==> src/ikhm_pkg.sv <==
// shared types and constants for the sorted-bucket integer map
package ikhm_pkg;

  localparam logic [31:0] MIX_PRIME = 32'h27d4eb2d;
  localparam logic [31:0] MIX_XOR   = 32'd61;

  typedef enum logic [1:0] {
    OP_PUT    = 2'd0,
    OP_UNIQUE = 2'd1,
    OP_FIND   = 2'd2,
    OP_DELETE = 2'd3
  } op_t;

  typedef enum logic [1:0] {
    ST_OK      = 2'd0,
    ST_EXISTS  = 2'd1,
    ST_MISSING = 2'd2,
    ST_FULL    = 2'd3
  } status_t;

  typedef enum logic [3:0] {
    S_CLEAR,
    S_IDLE,
    S_HASH2,
    S_HASH3,
    S_FILL_WAIT,
    S_SCAN,
    S_SCAN_WAIT,
    S_DECIDE,
    S_SHIFT_RD,
    S_SHIFT_WR,
    S_DONE
  } state_t;

  // signed compare of two key words, true when a is below b
  function automatic logic key_less(input logic [31:0] a, input logic [31:0] b);
    key_less = $signed(a) < $signed(b);
  endfunction

endpackage

==> src/ikhm_hash.sv <==
// multi-cycle integer mix of a key into a bucket hash
module ikhm_hash import ikhm_pkg::*; (
  input  logic        clk,
  input  logic        start,
  input  logic [31:0] key,
  output logic [31:0] hash
);
  logic [31:0] h1;
  logic [31:0] h2;
  logic [31:0] t0;
  logic [31:0] t1;
  logic [31:0] prod;

  always_comb begin
    t0 = (key ^ MIX_XOR) ^ 32'($signed(key) >>> 16);
    t0 = t0 + (t0 << 3);
    t1 = t0 ^ 32'($signed(t0) >>> 4);
  end

  // stage one: shifts and adds, stage two: multiply, then final fold
  always_ff @(posedge clk) begin
    if (start) begin
      h1 <= t1;
    end
    prod <= h1 * MIX_PRIME;
  end

  always_comb begin
    h2   = prod ^ 32'($signed(prod) >>> 15);
    hash = h2;
  end
endmodule

==> config.mk <==
export PLATFORM = sky130hd
export DESIGN_NAME = ikhm_hash
export DESIGN_NICKNAME = d
export VERILOG_FILES = /design/src/ikhm_pkg.sv /design/src/ikhm_hash.sv
export SDC_FILE = /design/constraint.sdc
export NUM_CORES = 1
export LEC_CHECK = 0
export ABC_CLOCK_PERIOD_IN_PS = 15300
export BUFFER_PORTS_ARGS = -buffer_cell sky130_fd_sc_hd__buf_2
export CAP_MARGIN = 20
export CORE_UTILIZATION = 43
export CTS_CLUSTER_SIZE = 16
export DETAILED_ROUTE_END_ITERATION = 7
export PLACE_DENSITY_LB_ADDON = 0.3
export RECOVER_POWER = 100
export SETUP_SLACK_MARGIN = 0.1
export SLEW_MARGIN = 20
export SYNTH_ARGS = -nofsm -noshare
export SYNTH_HDL_FRONTEND = slang
export SYNTH_SLANG_ARGS = --single-unit
==> constraint.sdc <==
create_clock -name clk -period 15.3 [get_ports clk]
set_input_delay 2.295 -clock clk [delete_from_list [all_inputs] [get_ports clk]]
set_output_delay 2.295 -clock clk [all_outputs]
set_load 0.02 [all_outputs]
# Word level (Yosys, flattened, before mapping)
# Index checks and enable logic that the tools add are counted.
[classes] add_sub_neg=1 n_mul=1 bitwise_logic=4
[op_table] op="$xor 32x32->32" n=3
[op_table] op="$add 32x32->32" n=1
[op_table] op="$mul 32x30->32 const B" n=1
[op_table] op="$not 5->5" n=1
[totals] output_inout_bits=32 register_bits=64 in_bits=34 word_cells=8

# Logic depth before layout (Yosys ltp)
# Gate-level depths: netlist of the first run.
[logic_depth] depth_word=4 mapped_depth=25 mapped_depth_nobuf=25

# Worst setup path before layout of the first run
# No wires, ideal clock.
[synth_timing] path_kind="register -> register" startpoint="register h1[2]" endpoint="register prod[31]" required_time_ps=15179 stages_incl_launch_ff=24 path_buffers=0 period_less_slack_ps=6407 setup_time_ps=121 t_arrival_ps=6286 slack_ps=8893 path_cell_list="edfxtp_1 ha_1 xor2_1 ha_1 or2_2 fa_1 fa_1 fa_1 inv_1 fa_1 inv_1 fa_1 inv_1 fa_1 inv_1 ha_1 a211o_1 nor3_1 a21oi_1 a211oi_1 o2111ai_1 nand2_1 o21ai_0 xnor2_1"
[synth_between] elab_chain_cells=1
[synth_lines] element="from (decl)" line="ikhm_hash.sv:8" text="logic [31:0] h1;"
[synth_lines] element="from (signal assigned)" line="ikhm_hash.sv:23" text="h1 <= t1;"
[synth_lines] element="$mul 32x30->32" line="ikhm_hash.sv:25" text="prod <= h1 * MIX_PRIME;"
[synth_lines] element="to (signal assigned)" line="ikhm_hash.sv:25"
[synth_lines] element="to (decl)" line="ikhm_hash.sv:12" text="logic [31:0] prod;"
# Every way passes these cells.
# A chain may end at the register's enable or synchronous reset.

# Worst setup path in the final report of the first run
[layout_timing] startpoint="register h1[0]" endpoint="register prod[30]"
# The elaborated chain is that of the path after synthesis.

==> flow_summary.yaml, run 1 <==
status:
  outcome: "complete, but fails checks"
  violations: "max-capacitance violations, max-slew violations"
logic_synthesis:
  ys_ff_latch: 63
  netlist_top_cells_area: "fa_1, ha_1, inv_1"
  synth_top_area_share: 0.304
  async_flop_share: 0
  syn_area_mm2: 0.0129
  avgSynthCellArea_um2: 10.1
  syn_inst: 1275
  yosys.area.top_type: "fa_1"
  yosysWarnings: 0
  synth_common_cells: "inv_1, ha_1, fa_1, xor2_1, xnor2_1"
  yosysMostFrequentCell: "inv_1"
  syn-num-nets: 1732
  ys_seq_area_frac: 0.122
  synth_flop_cell: "dfxtp_1"
  synth_enable_flop_cells: 31
  yosysUniqueCellTypes: 64
die:
  dieArea_mm2: 0.0308
  die_x_um: 175
  start_util: 0.436
  fp.dieH_um: 175
  ios: 66
  coreArea_mm2: 0.0296
  num_rows: 63
layout:
  diodes: 0
  n_fill_cell: 2851
  fin_util: 0.470
  drive_above_1_share: 0.0475
  area_growth_pct: 7.71
  nNetsFinal: 1799
clock_network:
  clkLatencyLatePin_ns: 0.34
  clk_path_buf_depth: 2
  post_cts_buffers: 0
  cts.sinks: 63
  cts_tree: "built"
  cts_root_buf: "clkbuf_16"
  cts-hold-fix-buffers: 0
  clkTransAtPathRegs_ns: 0.06
  cts_resized: 0
  cts_buffers: 9
  h-tree-depth: 3
setup_path:
  path_class: "flop to flop"
  required_ns: 15.52
  crit_arrival_ns: 7.22
  worstPathMaxFanout: 12
  start_kind: "flop"
  endpoint_kind: "flop"
sta:
  fin_crit_ns: 7.00
  fin_crit_sh: 0.458
  setup_tns_ns: 0
  worst_pin_slew_ns: 1.58
  fin_skew_ns: 0.00905
  drv_slew: 32
  maxSlewHeadroom: -0.0512
  fmax_mhz: 143
  rsz0062_at_grt: "no"
  hold_violations: 0
  setup_viol: 0
global_route:
  grt_max_degree: 32
  grt_pass1_wl_um: 48900
  antenna_found_initial: 0
  grt_overflow: 0
  grt_pass1_vias: 9206
  grt_usage: 0.212
placement:
  detailed_place_hpwl_um: 27200
  gp_congestion: 0.930
  port_buffers: 64
drt:
  drt-total-wl_um: 30400
  via_per_inst: 4.89
  dr.first_iter.drc_count: 391
  drt_pass1_iterations: 5
  wl_per_cell_um: 17.5
  drcViolationCount: 0
  vias: 8496
  ant_nets: 0
hold_path:
  min_path_type: "flop to flop"
run:
  drv_cap: 1
==> final timing paths <==
check | start | endpoint | slack, ns | cells past startpoint
max | h1[0] | prod[30] | 8.30 | 22
min | h1[1] | prod[1] | 0.82 | 0
max reg2reg | h1[0] | prod[30] | 8.30 | 22
min reg2reg | h1[1] | prod[1] | 0.82 | 0
==> metrics by stage <==
step	cells	instance area (µm²)	hold WS (ns)	setup WS, ns
after floorplan	1275	12900	0.639	8.89
after global placement	1721	13700	0.648	8.50
after detailed placement	1721	13700	0.660	8.41
after CTS	1737	14000	0.691	8.36
after global routing	1737	13900	0.841	7.90
final	1737	13900	0.821	8.30
==> worst max-delay path, stage by stage (launching register included) <==
cell and delay [ns]:
edfxtp_1 0.32, clkbuf_1 0.79, ha_1 0.37, inv_1 0.11, fa_1 0.41, inv_1 0.10, fa_1 0.44, fa_1 0.47
ha_1 0.29, ha_1 0.29, fa_1 0.48, inv_1 0.05, fa_1 0.49, inv_1 0.04, ha_1 0.34, inv_1 0.07
o31ai_1 0.53, nand2_1 0.21, o31ai_1 0.39, o31ai_1 0.15, o21ai_0 0.27, o41ai_1 0.12, xnor2_1 0.12
==> flip-flops by register name, summed over array words and instances, names as in the netlist <==
name  cells
h1       31
prod     32
==> cell usage in the layout, fill, tap and decap left out, drive strengths merged, types with 32 or more instances in the layout <==
cell,n
a21oi,39
nor2,34
xor2,99
fa,196
xnor2,85
dfxtp,32
ha,227
inv,320
clkbuf,46
==> area by class of cell <==
type | instances | area [µm²] | area share
timing repair buffer | 65 | 283 | 0.0203
inverter | 319 | 1200 | 0.0860
clock inverter | 4 | 48.8 | 0.00351
tap | 390 | 488 | 0.0351
sequential | 63 | 1570 | 0.113
multi-input combinational | 884 | 10100 | 0.722
clock buffer | 12 | 278 | 0.0200
==> cell families after synthesis <==
family / Yosys count / share of synthesized area
flops: 63 / 0.122
mux: 2 / 0.00155
simple gates: 127 / 0.0520
buf+inv: 328 / 0.0958
compound gates: 147 / 0.0807
other cells: 1 / 0.000290
xor+xnor: 184 / 0.125
fa+ha+maj: 423 / 0.523
==> metal layers <==
| metal | routed length [µm] | global-route usage | vias to the layer above |
|---|---|---|---|
| li1 | - | - | 4167 |
| met1 | 13500 | 0.263 | 4108 |
| met2 | 14900 | 0.378 | 179 |
| met3 | 964 | 0.0203 | 42 |
| met4 | 1060 | 0.0819 | 0 |
| met5 | 0 | 0 | - |
Power of run 1 is left out: the tool's default activity adds up to more than one toggle a clock period on the data nets, which glitch-free logic cannot reach.
==> run 2: changes to the inputs <==
Settings changed: ABC_CLOCK_PERIOD_IN_PS 15300 to 5800.
Clock period 15.3 ns to 5.8 ns, I/O delays scaled along.
==> run 2 against run 1 <==
  * The run ends with max-capacitance violations, max-slew violations, negative setup slack left
  * Sequential share of layout area down 1.5 points
  * Worst hold slack got worse by 0.11 ns
  * Via count rose by 9.0%
  * Cell area grew 15%
  * Flip-flop and latch count unchanged
  * Setup slack worse by 8.6 ns
  * Core utilization rose by 7.1 points
  * Critical path depth increased by 3
  * Non-clock buffer count is 190 higher
  * Register-to-register slack got worse by 8.6 ns
  * Die area stayed put
  * Largest cell class unchanged
==> flow_summary.yaml, run 2 (synthesis results as in run 1) <==
drt:
  drt-total-wl_um: 33400
  via_per_inst: 4.81
  drt_pass1_iterations: 5
  drcViolationCount: 0
  wl_per_cell_um: 17.4
  dr.first_iter.drc_count: 368
  ant_nets: 0
  vias: 9260
global_route:
  grt_overflow: 0
  grt_pass1_wl_um: 53000
  grt_max_degree: 32
  antenna_found_initial: 0
  grt_pass1_vias: 10100
  grt_usage: 0.229
sta:
  rsz0062_at_grt: "yes"
  fin_crit_ns: 6.12
  setup_viol: 12
  holdWs_ns: 0.711
  maxSlewHeadroom: -0.0766
  fin_skew_ns: 0.00890
  setup_slack_ns: -0.319
  fin_crit_sh: 1.05
  fmax_mhz: 163
  hold_violations: 0
  drv_slew: 32
  setup_tns_ns: -2.20
  worst_pin_slew_ns: 1.61
die:
  coreArea_mm2: 0.0296
  start_util: 0.436
  ios: 66
  dieArea_mm2: 0.0308
  die_x_um: 175
  num_rows: 63
  fp.dieH_um: 175
layout:
  area_growth_pct: 23.9
  n_fill_cell: 2670
  nNetsFinal: 1989
  layout_commonest_cell: "inv_1"
  multi_input_area_mm2: 0.0107
  biggestRegsByFlops: "prod: 32 flops, h1: 31 flops"
  fin_area_mm2: 0.0160
  drive_above_1_share: 0.228
  largest_reg_flops: 32
  top_register: "prod"
  diodes: 0
  seqCellArea_mm2: 0.00157
  layout_common_cells: "inv_1, ha_1, fa_1, buf_4, xor2_1"
clock_network:
  clkLatencyLatePin_ns: 0.35
  clkTransAtPathRegs_ns: 0.06
  cts_buffers: 9
  cts.sinks: 63
  cts_tree: "built"
  h-tree-depth: 3
  cts_root_buf: "clkbuf_16"
  clk_path_buf_depth: 2
setup_path:
  worstPathMaxFanout: 5
  endpoint_kind: "flop"
  path_class: "flop to flop"
  required_ns: 6.07
  start_kind: "flop"
  crit_arrival_ns: 6.39
placement:
  placed_cell_area_mm2: 0.0152
  detailed_place_hpwl_um: 29200
  gp_congestion: 0.941
  port_buffers: 64
hold_path:
  min_path_type: "flop to flop"
status:
  violations: "max-capacitance violations, max-slew violations, negative setup slack"
  outcome: "complete, but fails checks"
run:
  drv_cap: 1
[run 2: changes by cell type in the layout (fill, tap and decap cells not counted), sizes merged]
cell,delta
buf,+183
clkbuf,+6
clkinv,+1
[run 2: what timing repair did]
action | CTS | global route
cloned | 0 | 0
hold endpoints to repair | 0 | 0
buffers inserted | 19 | 12
hold buffers | 0 | 0
resized for setup | 45 | 56
pin swaps | 61 | 61
endpoints found under the setup margin | 14 | 17
[run 2: path summary, 6_finish.rpt]
| check | startpoint | to | slack, ns | depth (start not counted) |
|---|---|---|---|---|
| setup / recovery | h1[6] | prod[22] | -0.32 | 25 |
| hold reg to reg | h1[1] | prod[1] | 0.71 | 1 |
| hold / removal | h1[1] | prod[1] | 0.71 | 1 |
| setup reg to reg | h1[6] | prod[22] | -0.32 | 25 |
[run 2: worst max-delay path, stage by stage, from the launching register on]
cell and delay (ns):
edfxtp_1 0.52, buf_6 0.18, ha_4 0.28, xor2_4 0.15
ha_2 0.19, a21oi_2 0.04, fa_1 0.50, inv_2 0.04
fa_1 0.52, fa_1 0.44, fa_1 0.48, fa_1 0.50
inv_2 0.04, fa_1 0.51, inv_2 0.05, ha_4 0.21
a21o_1 0.17, o21bai_4 0.18, buf_4 0.14, buf_6 0.10
a21o_1 0.15, a21o_1 0.18, a21oi_2 0.15, nor2b_1 0.06
nor2_1 0.12, xnor2_1 0.13
[run 2: final cells by class]
class | count | share of cell area
Multi-Input combinational cell | 884 | 0.669
Timing Repair Buffer | 255 | 0.108
Sequential cell | 63 | 0.0981
Inverter | 319 | 0.0748
Tap cell | 390 | 0.0305
Clock buffer | 11 | 0.0161
Clock inverter | 5 | 0.00336
[run 2: stage by stage]
| stage | util | setup WS [ns] | cells |
|---|---|---|---|
| 2_1_floorplan | - | -0.172 | 1275 |
| 3_3_place_gp | 0.512 | -0.313 | 1881 |
| 3_5_place_dp | 0.512 | -0.418 | 1881 |
| 4_1_cts | 0.533 | -0.247 | 1916 |
| 5_1_grt | 0.540 | -0.564 | 1927 |
| 6_report | 0.540 | -0.319 | 1927 |
[run 2: routing by layer]
layer	routed length, µm	global-route usage
met1	14700	0.289
met2	16700	0.412
met3	1010	0.0186
met4	995	0.0743
met5	0	0
Power of run 2 is left out for the same reason.
==> run 3: changes to the inputs <==
--- a/config.mk
+++ b/config.mk
@@ -6,9 +6,10 @@
 export NUM_CORES = 1
 export LEC_CHECK = 0
+export ABC_AREA = 1
 export ABC_CLOCK_PERIOD_IN_PS = 5800
 export BUFFER_PORTS_ARGS = -buffer_cell sky130_fd_sc_hd__buf_2
 export CAP_MARGIN = 20
 export CORE_UTILIZATION = 43
-export CTS_CLUSTER_SIZE = 16
+export CTS_CLUSTER_SIZE = 20
 export DETAILED_ROUTE_END_ITERATION = 7
 export PLACE_DENSITY_LB_ADDON = 0.3
==> constraint.sdc (replaced) <==
create_clock -name clk -period 5.8 [get_ports clk]
set_input_delay 1.16 -clock clk [delete_from_list [all_inputs] [get_ports clk]]
set_output_delay 1.16 -clock clk [all_outputs]
set_load 0.02 [all_outputs]
==> run 3 against run 2 <==
  * The flow still finishes with violations (max-capacitance violations, max-slew violations, negative setup slack)
  * Flip-flop and latch count stayed put
  * Clock skew is 0.0066 ns higher
  * Maximum frequency rose by 3.8%
  * Area after synthesis up 8.1%
  * Via count increased by 26%
  * Critical endpoint is now prod[30]
==> flow_summary.yaml, run 3 <==
clock_network:
  clk_path_buf_depth: 2
  cts.sinks: 63
  cts-hold-fix-buffers: 0
  cts_buffers: 9
  cts_tree: "built"
  clkLatencyLatePin_ns: 0.36
  h-tree-depth: 3
  cts_root_buf: "clkbuf_16"
  clkTransAtPathRegs_ns: 0.06
layout:
  layout_commonest_cell: "inv_1"
  fin_area_mm2: 0.0176
  layout_common_cells: "inv_1, nand2_1, buf_4, ha_1, fa_1"
  fin_cells: 2393
  drive_above_1_share: 0.220
  top_register: "prod"
  diodes: 0
  biggestRegsByFlops: "prod: 32 flops, h1: 31 flops"
  nNetsFinal: 2410
  area_growth_pct: 26.3
  largest_reg_flops: 32
  n_fill_cell: 2852
drt:
  drt-total-wl_um: 40300
  wl_per_cell_um: 16.8
  dr.first_iter.drc_count: 454
  drcViolationCount: 0
  via_per_inst: 4.86
  vias: 11600
  ant_nets: 0
  drt_pass1_iterations: 8
die:
  die_x_um: 182
  ios: 66
  start_util: 0.439
  coreArea_mm2: 0.0318
  num_rows: 65
  dieArea_mm2: 0.0332
  fp.dieH_um: 182
logic_synthesis:
  synth_common_cells: "inv_1, nand2_1, ha_1, fa_1, xor2_1"
  yosysUniqueCellTypes: 41
  syn_area_mm2: 0.0140
  yosys.area.top_type: "fa_1"
  yosysMostFrequentCell: "inv_1"
  synth_flop_cell: "dfxtp_1"
  netlist_top_cells_area: "fa_1, ha_1, inv_1"
  ys_ff_latch: 63
  async_flop_share: 0
  synth_enable_flop_cells: 31
  syn-num-nets: 2134
  ys_seq_area_frac: 0.112
  syn_inst: 1677
  avgSynthCellArea_um2: 8.33
  yosysWarnings: 0
  synth_top_area_share: 0.281
sta:
  fin_crit_sh: 1.02
  fmax_mhz: 170
  drv_slew: 32
  maxSlewHeadroom: -0.140
  holdWs_ns: 0.766
  setup_slack_ns: -0.0931
  hold_violations: 0
  fin_crit_ns: 5.89
  rsz0062_at_grt: "yes"
  worst_pin_slew_ns: 1.71
  fin_skew_ns: 0.0155
  setup_viol: 4
setup_path:
  reg2reg_slack_ns: -0.09
  crit_chain: "buf_6 > buf_6 > ha_4 > xor2_4 > ha_4 > fa_1 > inv_2 > fa_1 > inv_2 > fa_2 > fa_2 > fa_1 > inv_1 > fa_1 > inv_2 > ha_4 > a21o_1 > o21bai_4 > a211oi_2 > nand3_1 > nand2_1 > nand2_1"
  worstPathMaxFanout: 4
  rr_endpoint: "prod[30]"
  crit_top_cell: "fa_1"
  critPathMaxStageDelay_ns: 0.59
  ff2ff_path_depth: 22
  path_class: "flop to flop"
  cp_slowest_cell: "fa_1"
  crit_arrival_ns: 6.14
  endpoint_kind: "flop"
  start_kind: "flop"
  required_ns: 6.05
  reg2reg_from: "h1[7]"
status:
  violations: "max-capacitance violations, max-slew violations, negative setup slack"
  outcome: "complete, but fails checks"
placement:
  dp_slack_ns: -0.476
  gp_congestion: 0.967
  dp.cells: 2330
  port_buffers: 64
  detailed_place_hpwl_um: 35000
  placed_cell_area_mm2: 0.0162
hold_path:
  hold_depth: 2
  hold_path_startpoint: "h1[0]"
  min_to: "prod[0]"
  min_path_type: "flop to flop"
global_route:
  grt_usage: 0.255
  grt_overflow: 0
  grt_pass1_vias: 12600
  grt_pass1_wl_um: 64100
  grt_max_degree: 32
  antenna_found_initial: 0
run:
  drv_cap: 1
## run 3: metal layers
layer | vias up | share of wire | global-route usage
met2 | 250 | 0.51 | 0.480
met1 | 5584 | 0.41 | 0.290
li1 | 5703 | - | -
met3 | 97 | 0.025 | 0.0220
met4 | 0 | 0.054 | 0.119
met5 | - | 0 | 0
## run 3: critical path, delay by kind of cell, from the launching register on
| family | cells | cell delay, ns |
|---|---|---|
| AND/OR/NAND/NOR | 3 | 0.22 |
| flip-flops | 1 | 0.42 |
| AO/OA/AOI/OAI | 3 | 0.63 |
| buffers and inverters | 6 | 0.48 |
| adder cells (fa/ha/maj) | 9 | 3.84 |
| XOR/XNOR | 1 | 0.20 |
## run 3: kinds of logic (layout without fill, tap and decap cells)
| kind of cell | after synthesis | in the layout | share of synthesized area |
|---|---|---|---|
| flip-flops | 63 | 63 | 0.112 |
| AO/OA/AOI/OAI | 117 | 117 | 0.0457 |
| other | 1 | 1 | 0.000268 |
| adder cells (fa/ha/maj) | 423 | 423 | 0.484 |
| XOR/XNOR | 136 | 136 | 0.0858 |
| buffers and inverters | 433 | 714 | 0.117 |
| AND/OR/NAND/NOR | 504 | 504 | 0.154 |
## run 3: cell type report
| cell class | instances | area (µm²) | area share |
|---|---|---|---|
| multi-input combinational | 1181 | 11700 | 0.664 |
| timing repair buffer | 271 | 1880 | 0.107 |
| inverter | 427 | 1610 | 0.0911 |
| sequential | 63 | 1570 | 0.0891 |
| tap | 435 | 544 | 0.0309 |
| clock buffer | 10 | 250 | 0.0142 |
| clock inverter | 6 | 70.1 | 0.00397 |
## run 3: worst max-delay path by stage
stage | startpoint | to | slack, ns | cells after the start
3_3_place_gp | h1[7] | prod[25] | -0.41 | 21
2_1_floorplan | h1[4] | prod[31] | 0.08 | 22
3_5_place_dp | h1[5] | prod[25] | -0.48 | 23
6_report | h1[7] | prod[30] | -0.09 | 22
4_1_cts | h1[5] | prod[30] | -0.08 | 22
5_1_grt | h1[7] | prod[30] | -0.29 | 26
## run 3: repair_timing
item                                    CTS  global route
buffers inserted                         35            14
pin swaps                                78            54
endpoints found under the setup margin   16            18
resized for setup                       106            88
hold endpoints to repair                  0             0
## run 3: stage by stage
stage	TNS, ns	util
after floorplan	0	-
after global placement	-1.81	0.509
after detailed placement	-3.20	0.509
after CTS	-0.277	0.543
after global routing	-2.09	0.555
final	-0.277	0.555
Power of run 3 is left out for the same reason.
